===== src/sv/tpd_pkg.sv =====
// Package for the touch packet decoder: field widths, codes, register
// indexes and reset values. No dependencies.
package tpd_pkg;

    localparam int FIELD_W    = 12;
    localparam int BYTE_W     = 8;
    localparam int CFG_IDX_W  = 8;
    localparam int NLANE      = 4;
    localparam int DIV_STEPS  = FIELD_W;
    localparam int PROD_W     = 2 * FIELD_W;
    localparam int COORD_BITS = 12;

    localparam logic [BYTE_W-1:0] HDR_COORD  = 8'h5a;
    localparam logic [BYTE_W-1:0] ST_RELEASE = 8'h01;

    localparam logic [FIELD_W-1:0] RST_WIDTH     = 12'd600;
    localparam logic [FIELD_W-1:0] RST_HEIGHT    = 12'd800;
    localparam logic [FIELD_W-1:0] RST_SPAN_LOW  = 12'd768;
    localparam logic [FIELD_W-1:0] RST_SPAN_HIGH = 12'd1088;

    typedef enum logic [CFG_IDX_W-1:0] {
        REG_SCREEN_WIDTH  = 8'd0,
        REG_SCREEN_HEIGHT = 8'd1,
        REG_RAW_SPAN_LOW  = 8'd2,
        REG_RAW_SPAN_HIGH = 8'd3
    } t_cfg_idx;

    typedef enum logic [1:0] {
        KIND_NONE    = 2'd0,
        KIND_RELEASE = 2'd1,
        KIND_ONE     = 2'd2,
        KIND_TWO     = 2'd3
    } t_kind;

    typedef enum logic [1:0] {
        FING_NONE = 2'd0,
        FING_ONE  = 2'd1,
        FING_TWO  = 2'd2,
        FING_BAD  = 2'd3
    } t_fingers;

endpackage


===== src/sv/touch_packet_decoder.sv =====
// Touch packet decoder top level: decode, scale multiply, 12-step pipelined
// divider over four lanes, output register. Uses tpd_pkg.
//
//  channel | valid       | ready        | payload
//  --------+-------------+--------------+--------------------------------------
//  in      | i_valid     | o_ready      | i_header_byte .. i_status_byte
//  out     | o_valid     | i_ready      | o_report_kind, o_first_x .. o_second_down
//  cfg     | i_cfg_valid | o_cfg_ready  | i_cfg_index, i_cfg_data
//
// One item per cycle unless the output stalls. From accept to result: decode stage, multiply
// stage, one stage per quotient bit of the restoring divider, output register.
// All stages advance together; a stalled output freezes the whole pipe and
// o_ready drops, so nothing is lost or repeated. Reset clears valid bits and
// loads the default screen size and raw spans. Config writes are always taken.
module touch_packet_decoder (
    input  logic                           i_clk,
    input  logic                           i_rst_n,
    input  logic                           i_valid,
    output logic                           o_ready,
    input  logic [tpd_pkg::BYTE_W-1:0]     i_header_byte,
    input  logic [tpd_pkg::BYTE_W-1:0]     i_pair1_nibbles,
    input  logic [tpd_pkg::BYTE_W-1:0]     i_pair1_a_low,
    input  logic [tpd_pkg::BYTE_W-1:0]     i_pair1_b_low,
    input  logic [tpd_pkg::BYTE_W-1:0]     i_pair2_nibbles,
    input  logic [tpd_pkg::BYTE_W-1:0]     i_pair2_a_low,
    input  logic [tpd_pkg::BYTE_W-1:0]     i_pair2_b_low,
    input  logic [tpd_pkg::BYTE_W-1:0]     i_status_byte,
    output logic                           o_valid,
    input  logic                           i_ready,
    output logic [1:0]                     o_report_kind,
    output logic [tpd_pkg::FIELD_W-1:0]    o_first_x,
    output logic [tpd_pkg::FIELD_W-1:0]    o_first_y,
    output logic [tpd_pkg::FIELD_W-1:0]    o_second_x,
    output logic [tpd_pkg::FIELD_W-1:0]    o_second_y,
    output logic                           o_touch_down,
    output logic                           o_second_down,
    input  logic                           i_cfg_valid,
    output logic                           o_cfg_ready,
    input  logic [tpd_pkg::CFG_IDX_W-1:0]  i_cfg_index,
    input  logic [tpd_pkg::FIELD_W-1:0]    i_cfg_data
);
    import tpd_pkg::*;

    localparam logic [16:0] COORD_LIM = 17'((1 << COORD_BITS) - 1);

    logic [FIELD_W-1:0] r_width, r_height, r_span_lo, r_span_hi;

    logic en;
    assign en          = !o_valid || i_ready;
    assign o_ready     = en;
    assign o_cfg_ready = 1'b1;

    always_ff @(posedge i_clk) begin
        if (!i_rst_n) begin
            r_width   <= RST_WIDTH;
            r_height  <= RST_HEIGHT;
            r_span_lo <= RST_SPAN_LOW;
            r_span_hi <= RST_SPAN_HIGH;
        end else if (i_cfg_valid) begin
            case (i_cfg_index)
                REG_SCREEN_WIDTH:  r_width   <= i_cfg_data;
                REG_SCREEN_HEIGHT: r_height  <= i_cfg_data;
                REG_RAW_SPAN_LOW:  r_span_lo <= i_cfg_data;
                REG_RAW_SPAN_HIGH: r_span_hi <= i_cfg_data;
                default: ;
            endcase
        end
    end

    // ---- decode stage
    logic                r_a_v;
    logic [1:0]          r_a_kind;
    logic [FIELD_W-1:0]  r_a_raw [NLANE];
    logic [1:0]          n_a_kind;
    logic                any_nz;

    always_comb begin
        any_nz = |{i_pair1_nibbles, i_pair1_a_low, i_pair1_b_low,
                   i_pair2_nibbles, i_pair2_a_low, i_pair2_b_low};
        n_a_kind = KIND_NONE;
        if (i_header_byte == HDR_COORD) begin
            unique case (t_fingers'(i_status_byte[2:1]))
                FING_NONE: if (i_status_byte == ST_RELEASE && !any_nz)
                               n_a_kind = KIND_RELEASE;
                FING_ONE:  n_a_kind = KIND_ONE;
                FING_TWO:  n_a_kind = KIND_TWO;
                FING_BAD:  n_a_kind = KIND_NONE;
            endcase
        end
    end

    always_ff @(posedge i_clk) begin
        if (!i_rst_n) r_a_v <= 1'b0;
        else if (en)  r_a_v <= i_valid;
    end

    // lanes: 0 x1 (low nibble), 1 y1 (high nibble), 2 x2, 3 y2
    always_ff @(posedge i_clk) begin
        if (en) begin
            r_a_kind   <= n_a_kind;
            r_a_raw[0] <= {i_pair1_nibbles[3:0], i_pair1_b_low};
            r_a_raw[1] <= {i_pair1_nibbles[7:4], i_pair1_a_low};
            r_a_raw[2] <= {i_pair2_nibbles[3:0], i_pair2_b_low};
            r_a_raw[3] <= {i_pair2_nibbles[7:4], i_pair2_a_low};
        end
    end

    // ---- multiply stage feeds divider slot 0; slots 1..DIV_STEPS each add a bit
    logic               r_dv    [DIV_STEPS+1];
    logic [1:0]         r_dkind [DIV_STEPS+1];
    logic [NLANE-1:0]   r_dsat  [DIV_STEPS+1];
    logic [FIELD_W-1:0] r_drem  [DIV_STEPS+1][NLANE];
    logic [FIELD_W-1:0] r_dlow  [DIV_STEPS+1][NLANE];
    logic [FIELD_W-1:0] r_dq    [DIV_STEPS+1][NLANE];

    logic [FIELD_W-1:0] divisor [NLANE];
    logic [NLANE-1:0]   n_sat;
    logic [PROD_W-1:0]  n_prod  [NLANE];

    always_comb begin
        for (int l = 0; l < NLANE; l++) begin
            if (l % 2 == 0) begin
                divisor[l] = r_span_lo;
                n_sat[l]   = r_a_raw[l] >= r_span_lo;
                n_prod[l]  = PROD_W'(r_width) * PROD_W'(r_a_raw[l]);
            end else begin
                divisor[l] = r_span_hi;
                n_sat[l]   = r_a_raw[l] >= r_span_hi;
                n_prod[l]  = PROD_W'(r_height) * PROD_W'(r_span_hi - r_a_raw[l]);
            end
        end
    end

    logic [FIELD_W-1:0] n_rem [DIV_STEPS+1][NLANE];
    logic [FIELD_W-1:0] n_q   [DIV_STEPS+1][NLANE];
    logic [FIELD_W:0]   trial [DIV_STEPS+1][NLANE];
    logic [FIELD_W:0]   diff  [DIV_STEPS+1][NLANE];

    always_comb begin
        for (int s = 0; s <= DIV_STEPS; s++) begin
            for (int l = 0; l < NLANE; l++) begin
                trial[s][l] = '0;
                diff[s][l]  = '0;
                n_rem[s][l] = '0;
                n_q[s][l]   = '0;
            end
        end
        for (int s = 1; s <= DIV_STEPS; s++) begin
            for (int l = 0; l < NLANE; l++) begin
                trial[s][l] = {r_drem[s-1][l], r_dlow[s-1][l][FIELD_W-1]};
                diff[s][l]  = trial[s][l] - {1'b0, divisor[l]};
                if (trial[s][l] >= {1'b0, divisor[l]}) begin
                    n_rem[s][l] = diff[s][l][FIELD_W-1:0];
                    n_q[s][l]   = {r_dq[s-1][l][FIELD_W-2:0], 1'b1};
                end else begin
                    n_rem[s][l] = trial[s][l][FIELD_W-1:0];
                    n_q[s][l]   = {r_dq[s-1][l][FIELD_W-2:0], 1'b0};
                end
            end
        end
    end

    always_ff @(posedge i_clk) begin
        if (!i_rst_n) begin
            for (int s = 0; s <= DIV_STEPS; s++) r_dv[s] <= 1'b0;
        end else if (en) begin
            r_dv[0] <= r_a_v;
            for (int s = 1; s <= DIV_STEPS; s++) r_dv[s] <= r_dv[s-1];
        end
    end

    always_ff @(posedge i_clk) begin
        if (en) begin
            r_dkind[0] <= r_a_kind;
            r_dsat[0]  <= n_sat;
            for (int l = 0; l < NLANE; l++) begin
                r_drem[0][l] <= n_prod[l][PROD_W-1:FIELD_W];
                r_dlow[0][l] <= n_prod[l][FIELD_W-1:0];
                r_dq[0][l]   <= '0;
            end
            for (int s = 1; s <= DIV_STEPS; s++) begin
                r_dkind[s] <= r_dkind[s-1];
                r_dsat[s]  <= r_dsat[s-1];
                for (int l = 0; l < NLANE; l++) begin
                    r_drem[s][l] <= n_rem[s][l];
                    r_dlow[s][l] <= {r_dlow[s-1][l][FIELD_W-2:0], 1'b0};
                    r_dq[s][l]   <= n_q[s][l];
                end
            end
        end
    end

    // ---- output register
    logic [FIELD_W-1:0] r_o_coord [NLANE];
    logic [FIELD_W-1:0] n_coord   [NLANE];
    logic [FIELD_W-1:0] val       [NLANE];
    logic [1:0]         r_o_kind;
    logic               r_ov;
    logic [1:0]         fkind;

    always_comb begin
        fkind = r_dkind[DIV_STEPS];
        for (int l = 0; l < NLANE; l++) begin
            if (r_dsat[DIV_STEPS][l]) val[l] = (l % 2 == 0) ? r_width : '0;
            else                      val[l] = r_dq[DIV_STEPS][l];
            if ({5'b0, val[l]} > COORD_LIM) val[l] = COORD_LIM[FIELD_W-1:0];
            if (l < 2) n_coord[l] = (fkind == KIND_ONE || fkind == KIND_TWO) ? val[l] : '0;
            else       n_coord[l] = (fkind == KIND_TWO) ? val[l] : '0;
        end
    end

    always_ff @(posedge i_clk) begin
        if (!i_rst_n) r_ov <= 1'b0;
        else if (en)  r_ov <= r_dv[DIV_STEPS];
    end

    always_ff @(posedge i_clk) begin
        if (en) begin
            r_o_kind <= fkind;
            for (int l = 0; l < NLANE; l++) r_o_coord[l] <= n_coord[l];
        end
    end

    assign o_valid       = r_ov;
    assign o_report_kind = r_o_kind;
    assign o_first_x     = r_o_coord[0];
    assign o_first_y     = r_o_coord[1];
    assign o_second_x    = r_o_coord[2];
    assign o_second_y    = r_o_coord[3];
    assign o_touch_down  = (r_o_kind == KIND_ONE) || (r_o_kind == KIND_TWO);
    assign o_second_down = (r_o_kind == KIND_TWO);

endmodule


===== config.mk =====
export PLATFORM = sky130hd
export DESIGN_NAME = touch_packet_decoder
export DESIGN_NICKNAME = d
export VERILOG_FILES = /design/src/sv/tpd_pkg.sv /design/src/sv/touch_packet_decoder.sv
export SDC_FILE = /design/constraint.sdc
export NUM_CORES = 2
export LEC_CHECK = 0
export ABC_AREA = 0
export BUFFER_PORTS_ARGS = -buffer_cell sky130_fd_sc_hd__buf_2
export CAP_MARGIN = 15
export CORE_MARGIN = 2
export CORE_UTILIZATION = 40
export DETAILED_ROUTE_END_ITERATION = 6
export PLACE_DENSITY_LB_ADDON = 0.15
export SETUP_SLACK_MARGIN = 0.4
export SLEW_MARGIN = 15
export SYNTH_ARGS = -nofsm -noshare
export SYNTH_HDL_FRONTEND = slang
export SYNTH_SLANG_ARGS = --single-unit

===== constraint.sdc =====
create_clock -name i_clk -period 56.1 [get_ports i_clk]
set_input_delay 2.805 -clock i_clk [delete_from_list [all_inputs] [get_ports i_clk]]
set_output_delay 2.805 -clock i_clk [all_outputs]
set_load 0.03 [all_outputs]

==> out/metrics.yaml <==
status: "finished with violations"
failed_checks: "DRC"
hold_path_class: "reg2reg"
rsz0062_at_grt: "false"
combPwrFrac: 0.444
drt_wl_total_um: 221000
drive_gt1_frac: 0.109
yosys_register_bits: 1441
dieArea_um2: 243000
slew_headroom: 0.211
cp_slowest_cell: "xnor2_1"
yosysTopAreaCell: "edfxtp_1"
synth_fa_ha_area_frac: 0.218
placed_cells: 11400
whs_ps: 390
clock_power_share: 0.207
start_util: 0.402
postSynthCellCount: 8152
synth_compound_area_frac: 0.0926
cts_root_buf: "clkbuf_16"
max_freq_mhz: 119
cts_tree: "yes"
firstDrtPassIters: 7
netlist_area_um2: 95600
cts_sinks: 1441
setup_tns_ps: 0
slew_violations: 0
drcViolationCount: 10
post_synth_num_cell_types: 90
die_y_um: 493
clk_pin_slew_ps: 60
gp_congestion: 0.862
netlist.area_leader.share: 0.434
hold_violations: 0
portBuffers: 142
crit_type: "reg2reg"
period_needed_ps: 8440
rows: 179
leakage_nw: 44.8
skew_ps: 49.2
grt_max_degree: 186
cts_resized: 0
synth_top_family_by_area: "adder cells"
crit_path_frequent_cell: "fa_1"
synth_most_common_cell: "edfxtp_1"
cts_made_buffers: 167
crit_path_max_incr_delay_ps: 850
powerDensity_nw_per_um2: 50.4
ys_dominant_reg_cell: "edfxtp_1"
place_hpwl_um: 157000
grt_pass1_wl_um: 349000
overflow: 0
worst_pin_slew_ps: 1180
synth-xor-area-share: 0.0388
drt-initial-drc-count: 3314
clk_latency_ps: 820
cp-end-kind: "flip-flop"
startpoint_type: "flip-flop"
track_usage: 0.182
yosys_warnings: 0
worstPathArrival_ps: 9000
p_switching_w: 0.00184
p_int_w: 0.00350
synth_edf_count: 1382
post_drt_via_cell_ratio: 5.21
wl_per_cell_um: 19.0
antenna_left: 0
num_vias: 60800
die_w_um: 493
boundaryPins: 144
grt_pass1_vias: 62400
syn-num-nets: 9625
syn_to_final_growth_pct: 10.8
finalPower_w: 0.00534
synth-simple-area-share: 0.105
clockBufferDepth: 3
core_um2: 238000
ys_top_cells_by_count: "edfxtp_1, ha_1, inv_1, nand2_1, fa_1"
synthMuxAreaShare: 0.0583
cp_max_fo: 26
power_frac_seq: 0.349
postCtsSetupBuffers: 0
syn_avg_cell_area_um2: 11.7
synth.area.top_cells: "edfxtp_1, ha_1, fa_1, mux2_2, inv_1"
final_nets: 9841
ctsHoldBuffers: 0
htreeDepth: 4
switching_share: 0.345
cp_top_family: "adder cells"
antenna_found_initial: 11
cp.buffers_inverters: 5
seq_area_frac_synth: 0.447
peakVddDrop_uv: 24.8
ys_async_sr_fraction: 0
setup_violations: 0
cap_violations: 0
crit_required_ps: 56660
layout.cells.non_filler: 11700
fin_crit_sh: 0.150
## worst paths after layout
path	slack (ps)	to	depth (start not counted)	startpoint
worst max-delay path	47660	r_drem[0][35]	27	r_span_hi[1]
worst min-delay path	390	r_dq[5][52]	0	r_dq[5][3]
worst max register to register	47660	r_drem[0][35]	27	r_span_hi[1]
worst min register to register	390	r_dq[5][52]	0	r_dq[5][3]
## worst reg2reg max path: stages (launching register included)
cell      delay [ps]
dfxtp_2          330
buf_4            630
inv_2            100
fa_1             490
nor2b_1          120
o21ai_0           90
nand2b_1         150
a21o_1           150
a21oi_1           80
xnor2_1          850
nand2_1          190
fa_1             550
fa_1             520
inv_1             50
fa_1             470
fa_1             530
fa_1             560
inv_1             50
fa_1             490
inv_1             50
ha_1             190
nor4_1           310
o21ai_0          190
a41o_1           330
a31o_2           260
a21oi_1          210
a21oi_1          110
xnor2_1          130
## through the flow
stage          instance area [um^2]  utilization  worst slack, ps
3_3_place_gp                 100000        0.422            47510
5_1_grt                      106000        0.445            47100
2_1_floorplan                 95600            -            12520
6_report                     106000        0.445            47660
3_5_place_dp                 100000        0.422            47340
4_1_cts                      106000        0.445            47600
## cell families (layout without fill, tap and decap cells)
kind of cell / count (synthesis) / in the layout
simple gates: 2019 / 2019
flops: 1441 / 1441
fa+ha+maj: 1384 / 1384
compound gates: 1368 / 1368
buf+inv: 1002 / 1351
mux: 514 / 514
xor+xnor: 423 / 423
other cells: 1 / 3
## power groups by stage
stage / Combinational (W) / Sequential [W] / Clock (W)
6_report: 0.00237 / 0.00186 / 0.00110
5_1_grt: 0.00267 / 0.00190 / 0.00118
4_1_cts: 0.00238 / 0.00187 / 0.00114
3_5_place_dp: 0.00235 / 0.00189 / 0
3_3_place_gp: 0.00231 / 0.00188 / 0
2_1_floorplan: 0.00191 / 0.00180 / 0
## registers in the layout (all words and copies together) (netlist names), 2 cells and up
signal and cells:
r_o_coord 48, r_span_hi 12, r_span_lo 12, r_dlow 312, o_report_kind 2, r_dv 13, r_dsat 52, r_a_kind 2
r_drem 576, r_width 12, r_a_raw 48, r_height 12, r_dq 312, r_dkind 26
## cells in the final DEF (no fill, tap or decap), types with 68 or more instances in the layout
| master | count |
|---|---|
| nand2_1 | 663 |
| nor3_1 | 80 |
| xnor2_1 | 300 |
| a21o_1 | 154 |
| o21a_1 | 103 |
| buf_4 | 101 |
| o21ai_0 | 345 |
| inv_1 | 802 |
| fa_1 | 466 |
| ha_1 | 918 |
| nand4_1 | 118 |
| a211oi_1 | 68 |
| and2_1 | 230 |
| mux2i_1 | 172 |
| xor2_1 | 122 |
| nor2b_1 | 218 |
| edfxtp_1 | 1382 |
| nor2_1 | 365 |
| buf_2 | 142 |
| mux2_2 | 342 |
| a21oi_1 | 327 |
| clkbuf_16 | 173 |
## cell type report
class / count / area, um^2
clock inverters: 103 / 1140
clock buffers: 199 / 4430
diodes: 2 / 5.00
well taps: 3167 / 3960
fillers: 21900 / 132000
inverters: 804 / 3030
multi-input cells: 5709 / 49100
flip-flops and latches: 1441 / 42700
repair buffers: 245 / 1510
## layer usage
layer  wire, um  track usage  vias up
met1     106000        0.258    29700
li1           -            -    29500
met4       5640       0.0535        0
met3       9670       0.0246      328
met5          0            0        -
met2      99500        0.290     1181
No activity file was read; power rests on OpenSTA's default activity.
